## config.mk

```make
export PLATFORM = sky130hd
export DESIGN_NAME = binomial_coefficient_unit
export DESIGN_NICKNAME = d
export VERILOG_FILES = /design/src/design/bcu_pkg.sv /design/src/design/bcu_div.sv /design/src/design/binomial_coefficient_unit.sv
export SDC_FILE = /design/constraint.sdc
export NUM_CORES = 1
export LEC_CHECK = 0
export ABC_CLOCK_PERIOD_IN_PS = 8200
export CORE_MARGIN = 2
export CORE_UTILIZATION = 25
export DETAILED_ROUTE_END_ITERATION = 10
export DONT_BUFFER_PORTS = 1
export GPL_TIMING_DRIVEN = 0
export HOLD_SLACK_MARGIN = 0.03
export MAX_ROUTING_LAYER = met4
export PLACE_DENSITY = 0.48
export SLEW_MARGIN = 20
export SYNTH_ARGS = -nofsm -noshare
export SYNTH_HDL_FRONTEND = slang
export SYNTH_SLANG_ARGS = --single-unit
```

## constraint.sdc

```tcl
create_clock -name clk -period 8.2 [get_ports clk]
set_clock_uncertainty 0.1 [all_clocks]
set_input_delay 1.64 -clock clk [delete_from_list [all_inputs] [get_ports clk]]
set_output_delay 1.64 -clock clk [all_outputs]
set_load 0.02 [all_outputs]
```

## src/design/bcu_pkg.sv

```systemverilog
`default_nettype none

package bcu_pkg;

	// Field widths
	localparam int N_W    = 7;
	localparam int COEF_W = 64;

	// Largest accepted n or m
	localparam int MAX_N = 127;

	// Divider: dividend padded to an even width, two quotient bits per cycle
	localparam int PROD_W    = COEF_W + N_W;
	localparam int DIV_W     = PROD_W + (PROD_W % 2);
	localparam int DIV_STEPS = DIV_W / 2;
	localparam int CNT_W     = $clog2(DIV_STEPS + 1);

	// Sequencer states
	typedef enum logic [3:0] {
		ST_IDLE = 4'b0001,
		ST_MUL  = 4'b0010,
		ST_DIV  = 4'b0100,
		ST_FIN  = 4'b1000
	} bcu_state_t;

	// Sequencer to divider
	typedef struct packed {
		logic start;
	} div_ctrl_t;

	// Divider to sequencer
	typedef struct packed {
		logic busy;
		logic done;
	} div_stat_t;

endpackage

`default_nettype wire

```

## src/design/bcu_div.sv

```systemverilog
`default_nettype none

module bcu_div import bcu_pkg::*; (
	input  wire logic             clk,
	input  wire logic             arst_n,
	input  wire div_ctrl_t        ctrl,
	input  wire logic [DIV_W-1:0] dividend,
	input  wire logic [N_W-1:0]   divisor,
	output div_stat_t             stat,
	output logic [DIV_W-1:0]      quotient
);

	logic [DIV_W-1:0] dq_q;
	logic [N_W-1:0]   rem_q;
	logic [N_W-1:0]   dvs_q;
	logic [CNT_W-1:0] cnt_q;
	logic             busy_q;
	logic             done_q;

	logic [DIV_W-1:0] dq_next;
	logic [N_W-1:0]   rem_next;

	// Two restoring steps per cycle; quotient bits shift in behind the dividend
	always_comb begin
		logic [N_W:0] part;
		logic [1:0]   qb;
		rem_next = rem_q;
		qb = '0;
		for (int s = 0; s < 2; s++) begin
			part = {rem_next, dq_q[DIV_W-1-s]};
			if (part >= {1'b0, dvs_q}) begin
				part = part - {1'b0, dvs_q};
				qb[1-s] = 1'b1;
			end
			rem_next = part[N_W-1:0];
		end
		dq_next = {dq_q[DIV_W-3:0], qb};
	end

	// Datapath registers
	always_ff @(posedge clk) begin
		if (ctrl.start) begin
			dq_q  <= dividend;
			rem_q <= '0;
			dvs_q <= divisor;
		end else if (busy_q) begin
			dq_q  <= dq_next;
			rem_q <= rem_next;
		end
	end

	// Step counter and status
	always_ff @(posedge clk or negedge arst_n) begin
		if (!arst_n) begin
			cnt_q  <= '0;
			busy_q <= 1'b0;
			done_q <= 1'b0;
		end else if (ctrl.start) begin
			cnt_q  <= CNT_W'(DIV_STEPS);
			busy_q <= 1'b1;
			done_q <= 1'b0;
		end else if (busy_q) begin
			cnt_q <= cnt_q - 1'b1;
			if (cnt_q == CNT_W'(1)) begin
				busy_q <= 1'b0;
				done_q <= 1'b1;
			end
		end else begin
			done_q <= 1'b0;
		end
	end

	assign stat.busy = busy_q;
	assign stat.done = done_q;
	assign quotient  = dq_q;

`ifndef SYNTHESIS
	// No restart while a division runs
	a_no_restart: assert property (@(posedge clk) disable iff (!arst_n)
		ctrl.start |-> !busy_q)
		else $error("divider restarted while busy");

	// Last step leads straight to done
	a_done_follows: assert property (@(posedge clk) disable iff (!arst_n)
		(busy_q && cnt_q == CNT_W'(1) && !ctrl.start) |=> done_q)
		else $error("divider done missing");

	// Every division here is exact
	a_exact: assert property (@(posedge clk) disable iff (!arst_n)
		done_q |-> rem_q == '0)
		else $error("divider remainder nonzero");
`endif

endmodule

`default_nettype wire

```

## src/design/binomial_coefficient_unit.sv

```systemverilog
`default_nettype none

// Sequence: invalid requests and k = 0 go straight to the finish state; other requests run k
//   rounds, k = min(m, n-m), at most 63, fewer on overflow.
// Each round is one 64x7 multiply, 36 radix-4 divide steps by i and a quotient update.
// Requests: one item at a time; the next request is taken once the result is in the output
//   register, which holds it until transferred.
// Reset: arst_n asynchronous, active low, clears control and valid flags.
module binomial_coefficient_unit import bcu_pkg::*; (
	input  wire logic              clk,
	input  wire logic              arst_n,
	input  wire logic              req_valid,
	output logic                   req_stall,
	input  wire logic [N_W-1:0]    total_items,
	input  wire logic [N_W-1:0]    chosen_items,
	output logic                   rsp_valid,
	input  wire logic              rsp_stall,
	output logic [COEF_W-1:0]      coefficient,
	output logic                   overflowed,
	output logic                   invalid_request
);

	bcu_state_t state_q;

	logic [COEF_W-1:0] r_q;
	logic [N_W-1:0]    k_q;
	logic [N_W-1:0]    base_q;
	logic [N_W-1:0]    i_q;
	logic              ovf_q;
	logic              inv_q;

	logic [COEF_W-1:0] coef_q;
	logic              ovfo_q;
	logic              invo_q;
	logic              rsp_valid_q;

	div_ctrl_t         dctrl;
	div_stat_t         dstat;
	logic [DIV_W-1:0]  quo;
	logic [DIV_W-1:0]  prod;
	logic [N_W-1:0]    factor;

	logic              req_xfer;
	logic              rsp_free;
	logic [N_W-1:0]    diff;
	logic [N_W-1:0]    kk;
	logic              bad;

	assign req_stall = (state_q != ST_IDLE);
	assign req_xfer  = req_valid && !req_stall;
	assign rsp_free  = !rsp_valid_q || !rsp_stall;

	// Request decode
	assign diff = total_items - chosen_items;
	assign kk   = (chosen_items < diff) ? chosen_items : diff;
	assign bad  = (chosen_items > total_items) || (32'(total_items) > MAX_N)
		|| (32'(chosen_items) > MAX_N);

	// Shared multiply: running value times next numerator term
	assign factor      = base_q + i_q;
	assign prod        = DIV_W'(r_q) * DIV_W'(factor);
	assign dctrl.start = (state_q == ST_MUL);

	bcu_div u_div (
		.clk      (clk),
		.arst_n   (arst_n),
		.ctrl     (dctrl),
		.dividend (prod),
		.divisor  (i_q),
		.stat     (dstat),
		.quotient (quo)
	);

	// Sequencer
	always_ff @(posedge clk or negedge arst_n) begin
		if (!arst_n) begin
			state_q <= ST_IDLE;
		end else begin
			case (state_q)
				ST_IDLE: begin
					if (req_xfer) begin
						state_q <= (bad || kk == '0) ? ST_FIN : ST_MUL;
					end
				end
				ST_MUL: begin
					state_q <= ST_DIV;
				end
				ST_DIV: begin
					if (dstat.done) begin
						if (quo[DIV_W-1:COEF_W] != '0 || i_q == k_q) begin
							state_q <= ST_FIN;
						end else begin
							state_q <= ST_MUL;
						end
					end
				end
				ST_FIN: begin
					if (rsp_free) begin
						state_q <= ST_IDLE;
					end
				end
				default: begin
					state_q <= ST_IDLE;
				end
			endcase
		end
	end

	// Working registers
	always_ff @(posedge clk) begin
		if (req_xfer) begin
			r_q    <= bad ? '0 : COEF_W'(1);
			inv_q  <= bad;
			ovf_q  <= 1'b0;
			k_q    <= kk;
			base_q <= total_items - kk;
			i_q    <= N_W'(1);
		end else if (state_q == ST_DIV && dstat.done) begin
			if (quo[DIV_W-1:COEF_W] != '0) begin
				ovf_q <= 1'b1;
			end else begin
				r_q <= quo[COEF_W-1:0];
				if (i_q != k_q) begin
					i_q <= i_q + 1'b1;
				end
			end
		end
	end

	// Output register payload
	always_ff @(posedge clk) begin
		if (state_q == ST_FIN && rsp_free) begin
			coef_q <= ovf_q ? '1 : r_q;
			ovfo_q <= ovf_q;
			invo_q <= inv_q;
		end
	end

	// Output valid
	always_ff @(posedge clk or negedge arst_n) begin
		if (!arst_n) begin
			rsp_valid_q <= 1'b0;
		end else if (state_q == ST_FIN && rsp_free) begin
			rsp_valid_q <= 1'b1;
		end else if (!rsp_stall) begin
			rsp_valid_q <= 1'b0;
		end
	end

	assign rsp_valid       = rsp_valid_q;
	assign coefficient     = coef_q;
	assign overflowed      = ovfo_q;
	assign invalid_request = invo_q;

`ifndef SYNTHESIS
	// One request at a time: stall follows a request transfer
	a_busy_after_req: assert property (@(posedge clk) disable iff (!arst_n)
		req_xfer |=> req_stall)
		else $error("request taken while still working");

	// Flags are exclusive
	a_flags_excl: assert property (@(posedge clk) disable iff (!arst_n)
		rsp_valid |-> !(overflowed && invalid_request))
		else $error("overflow and invalid both set");

	// Invalid gives zero
	a_inv_zero: assert property (@(posedge clk) disable iff (!arst_n)
		(rsp_valid && invalid_request) |-> coefficient == '0)
		else $error("invalid result not zero");

	// Overflow saturates
	a_ovf_sat: assert property (@(posedge clk) disable iff (!arst_n)
		(rsp_valid && overflowed) |-> (&coefficient))
		else $error("overflow result not saturated");
`endif

endmodule

`default_nettype wire
```

Word level (Yosys, flattened, before mapping)
Cells that the tools add are included.
{ "classes": {"reduce_logical": 17, "mux": 27, "addsub": 7, "order_cmp": 4, "n_eq_ne": 14, "n_mul": 1, "n_bitwise": 1} }
{ "op_table": {"columns": ["op", "n"], "rows": [
  ["64-bit 2-to-1 mux", 3],
  ["71-bit 2-to-1 mux", 2],
  ["64-bit by 7-bit multiplier with 71-bit output", 1],
  ["7-bit subtractor", 4],
  ["7-bit 2-to-1 mux", 3],
  ["4-bit 2-to-1 mux", 5],
  ["8-bit by 7-bit >= comparator with 1-bit output", 2],
  ["4-bit one-hot mux with 4 select lines", 1],
  ["6-bit 2-to-1 mux", 2],
  ["1-bit 2-to-1 mux", 11],
  ["8-bit nonzero test", 1],
  ["7-bit by 1-bit adder with 7-bit output (second input constant)", 1],
  ["7-bit adder", 1],
  ["7-bit equality test", 1],
  ["7-bit greater-than comparator", 1],
  ["7-bit logical NOT", 1],
  ["7-bit less-than comparator", 1],
  ["7-bit != test", 1],
  ["6-bit by 1-bit equality test with 1-bit output (second input constant)", 1],
  ["2-bit != test (second input constant)", 3],
  ["3-bit AND reduction", 2],
  ["6-bit by 1-bit subtractor with 6-bit output (second input constant)", 1],
  ["4-bit by 1-bit equality test with 1-bit output (second input constant)", 1],
  ["4-bit by 2-bit equality test with 1-bit output (second input constant)", 1],
  ["other kinds (11)", 20]
]} }
{ "word_totals": {"output_inout_bits": 68, "elab_cells": 89, "regBits": 252} }

Longest topological paths before layout
{ "depth": {"ltp_word": 8, "depth_mapped": 29, "mapped_depth_nobuf": 27} }

By module
Synthesis repeated with hierarchy kept, for this count alone.
{ "hier_totals": {"hier_cells": 2738, "area_unflattened_um2": 26432.9} }
{ "by_module_without_submodules": {"columns": ["mod", "area_each_um2", "cells_each", "n_inst", "seq_area_each_um2"], "rows": [
  ["binomial_coefficient_unit", 21708.3, 2398, 1, 4640.7],
  ["bcu_div", 4724.5, 340, 1, 2712.6]
]} }

Worst setup path after synthesis
Ideal clock, no wire load.
{ "synth_path": {"path_type": "flip-flop to flip-flop", "start": "register base_q[0]", "end": "register u_div.dq_q[65], in the netlist u_div.quotient[65], data pin", "arrival_ns": 6.527, "slack_ns": 1.313, "setup_time_ns": 0.260, "n_path_buf": 1, "stages_incl_launch_ff": 27, "synth_period_minus_slack_ns": 6.887, "path_cell_list": "edfxtp_1 ha_1 fa_1 a21o_1 a21oi_1 o21bai_1 a21oi_1 xnor2_1 clkbuf_1 nand2_1 fa_1 fa_1 inv_1 fa_1 inv_1 fa_1 inv_1 ha_1 o21ai_0 nor2_2 nand4b_2 a311oi_2 nor3_2 o31a_4 o41ai_4 xor2_1 mux2_2"} }
{ "synth_via": {"elab_chain_len": 3} }
{ "synth_lines": {"columns": ["element", "line", "rtl"], "rows": [
  ["from (decl)", "binomial_coefficient_unit.sv:27", "logic [N_W-1:0] base_q;"],
  ["from (signal assigned)", "binomial_coefficient_unit.sv:116", "base_q <= total_items - kk;"],
  ["7-bit adder", "binomial_coefficient_unit.sv:60", "assign factor = base_q + i_q;"],
  ["64-bit by 7-bit multiplier with 71-bit output", "binomial_coefficient_unit.sv:61", "assign prod = DIV_W'(r_q) * DIV_W'(factor);"],
  ["71-bit 2-to-1 mux", "bcu_div.sv:42", "if (ctrl.start) begin"],
  ["to (signal assigned)", "bcu_div.sv:43", "dq_q <= dividend;"],
  ["to (signal assigned)", "bcu_div.sv:47", "dq_q <= dq_next;"],
  ["to (decl)", "bcu_div.sv:13", "logic [DIV_W-1:0] dq_q;"]
]} }
No other way between the ends.
A chain may end at the register's enable or synchronous reset.

Final worst setup path
{ "layout_path": {"start": "register i_q[2]", "end": "register u_div.dq_q[69], in the netlist u_div.quotient[69], data pin"} }
{ "layout_via": {"elab_chain_len": 3} }
{ "layout_lines": {"columns": ["element", "line", "rtl"], "rows": [
  ["from (decl)", "binomial_coefficient_unit.sv:28", "logic [N_W-1:0] i_q;"],
  ["from (signal assigned)", "binomial_coefficient_unit.sv:124", "i_q <= i_q + 1'b1;"],
  ["7-bit adder", "binomial_coefficient_unit.sv:60", null],
  ["64-bit by 7-bit multiplier with 71-bit output", "binomial_coefficient_unit.sv:61", null],
  ["71-bit 2-to-1 mux", "bcu_div.sv:42", null]
]} }
No other way between the ends.

==> reports/qor.txt <==
number of port buffers - 0
DRT Pass-1 Iters - 5
Detail Route Antenna Nets - 0
Starting DRT DRC Count - 1055
CP Depth - 23
clock sink total - 252
Final setup viols - 0
Synth Register Bits - 252
max-cap violations - 0
worst-margin pin slew - 1.01 ns
post-synthesis sequential area ratio - 28.3%
Tot GR Track Use - 14.6%
Die Ht - 326 µm
most frequent cells in the layout - inv_1, nand2_1, fa_1
number of hold violations in the final report - 0
crit-path max cell delay - 0.60 ns
post-synthesis cell count - 2762
CTS tree - yes
CP Max Fanout - 10
global-route wire length before repair - 117000 µm
worst r2r src - i_q[2]
Initial Util - 25.1%
CTS clock-pin slew for the worst setup and hold paths - 0.06 ns
Slew headroom - 32.6%
final worst slack - 0.320 ns
Worst Hold Path EP - invalid_request
most used cell, CP - fa_1
Post-Place Worst Slack - -1.02 ns
Worst Setup Start Kind - register
Final Slew Violations - 0
post-synthesis cell type count - 72
multi-input combinational cell area - 16400 µm²
share of layout cells above drive strength 1 - 7.72%
initial antenna violation count - 4
Reg area - 7350 µm²
core area - 103000 µm²
Clock Tree Buf Depth - 3
worst skew pair latency - 0.57 ns
placed inst area - 28000 µm²
Worst EP arrival - 8.09 ns
Critical Path RT - 8.41 ns
Main synth FF type - edfxtp_1
largest net degree at the start of global routing - 43
vias in the first global route - 19500
Ys Warns - 0
GPL Wtd Cong - 0.865
Avg Cell Area, Syn - 9.38 µm²
Syn Nets - 3225
Post-synth ARST share - 5.16%
Nets - 3273
Fmax achieved - 127 MHz
drt total wl - 74100 µm
most common cell after layout, fill and taps aside - inv_1
HP Start - inv_q
Worst R2R Path Depth - 23
via-per-instance ratio - 4.41
reg2reg end - u_div.quotient[69]
grt ovf - 0
internal reg-to-reg setup slack - 0.32 ns
post-DP HPWL - 58600 µm
status - completed
Period minus WS final - 7.88 ns
root buf cell - clkbuf_16
Hold Crit Depth - 0
slowest stage cell, crit path - xnor2_2
crit-path leading delay family - adder cells
EDFF count, synth - 223
# IOs - 86
drt wl/cell - 17.6 µm
H-tree levels - 2
Fin Hold WS - 0.318 ns
critical path buffer and inverter count - 4
RSZ-0062 raised after global routing - false
DIE AREA - 106000 µm²
vias - 18600
TNS Setup - 0 ns
min-delay worst type - register to register
CP endpoint kind - register
design area - 29400 µm²
# DRC - 0
fin crit share - 96.1%
total CTS buffers - 35
Die W - 326 µm
CP cell instances - ha_1 > a21oi_1 > xnor2_2 > buf_6 > clkbuf_1 > and2_1 > fa_1 > fa_1 > fa_1 > inv_1 > fa_1 > inv_1 > ha_1 > o21ai_1 > nor2_2 > nand4b_4 > a311oi_4 > nor3_4 > o31a_4 > o41ai_4 > a221oi_2 > xor2_1 > o21ai_1
WS Path Type - register to register
synthesized area - 25900 µm²
Synth-to-Final Area Change - 13.5%
fillcell total - 11000
Rows - 118
==> sequential cells by signal (all words and copies together), names as in the netlist <==
name and flops:
rsp_valid 1, invalid_request 1, ovf_q 1, u_div.done_q 1
u_div.rem_q 7, base_q 7, u_div.busy_q 1, state_q 4
k_q 7, r_q 64, coefficient 64, u_div.cnt_q 6
overflowed 1, u_div.dvs_q 7, i_q 7, u_div.quotient 72
inv_q 1
==> final cells by class <==
| type | instances | share of cell area (%) |
|---|---|---|
| clock inverters | 21 | 1.05 |
| clock buffers | 43 | 3.11 |
| well taps | 1380 | 5.87 |
| diodes | 5 | 0.0425 |
| inverters | 507 | 6.47 |
| plain buffers | 114 | 1.74 |
| flip-flops and latches | 252 | 25.0 |
| multi-input cells | 1887 | 55.8 |
| repair buffers | 13 | 0.915 |
==> worst max-delay path by stage <==
| stage | startpoint | end | slack (ns) |
|---|---|---|---|
| CTS | i_q[0] | u_div.quotient[69] | 0.05 |
| detailed placement | i_q[0] | u_div.quotient[62] | -1.02 |
| global placement | i_q[0] | u_div.quotient[62] | -1.77 |
| finish | i_q[2] | u_div.quotient[69] | 0.32 |
| floorplan | base_q[0] | u_div.quotient[65] | 1.31 |
| global route | base_q[0] | u_div.quotient[69] | 0.02 |
==> routing by layer <==
metal	vias up	part of all wire, %	global-route usage [%]
met5	-	0	-
met2	303	47	23.6
met1	9389	47	19.7
met4	0	2.1	3.64
met3	59	3.4	1.44
li1	8849	-	-
==> metrics by stage <==
stage / util, % / cells
floorplan: - / 2762
global placement: 26.8 / 4142
detailed placement: 27.1 / 4154
CTS: 28.4 / 4219
global route: 28.5 / 4217
finish: 28.5 / 4222
==> synthesized netlist by cell type, drive strengths merged, types with 3 or more instances <==
library cell | instances | area (µm²)
edfxtp | 223 | 6700
o21ai | 123 | 616
dfrtp | 12 | 300
nor2b | 10 | 62.6
a211oi | 17 | 140
inv | 506 | 1900
or2 | 68 | 425
nand4 | 33 | 206
a31oi | 12 | 75.1
nor4b | 3 | 26.3
a21o | 53 | 398
or3 | 3 | 18.8
xor2 | 55 | 482
and2 | 308 | 1930
mux2 | 5 | 56.3
ha | 131 | 1640
clkbuf | 90 | 338
o31ai | 6 | 45.0
a21oi | 123 | 623
o21a | 8 | 60.1
nand2b | 8 | 50.1
nor2 | 73 | 279
o21bai | 18 | 135
mux2i | 11 | 110
nor3 | 17 | 95.1
o211ai | 8 | 60.1
nor4 | 5 | 31.3
fa | 314 | 6290
a21boi | 6 | 45.1
dfxtp | 16 | 320
a221oi | 6 | 65.1
and3 | 7 | 43.8
nand2 | 360 | 1350
xnor2 | 54 | 473
nand3 | 13 | 65.1
buf | 26 | 129
==> repair_timing <==
action	4_1_cts	5_1_grt
setup buffers	1	0
pin swaps	2	8
gates cloned	0	0
hold buffers	0	0
endpoints found under the setup margin	34	16
resized for setup	23	29
==> cell families after synthesis <==
kind of cell               Yosys count  share of synthesized area [%]
AOI/OAI and AO/OA                  399                           9.55
and+or+nand+nor                    918                           18.1
buffers and inverters              623                           9.15
muxes                               16                          0.642
xor gates and xnor gates           109                           3.68
adders and majority gates          445                           30.6
DFF                                252                           28.3
Power is not shown: default switching activity piles up to over one toggle a cycle in this logic, so the estimate is an artifact.
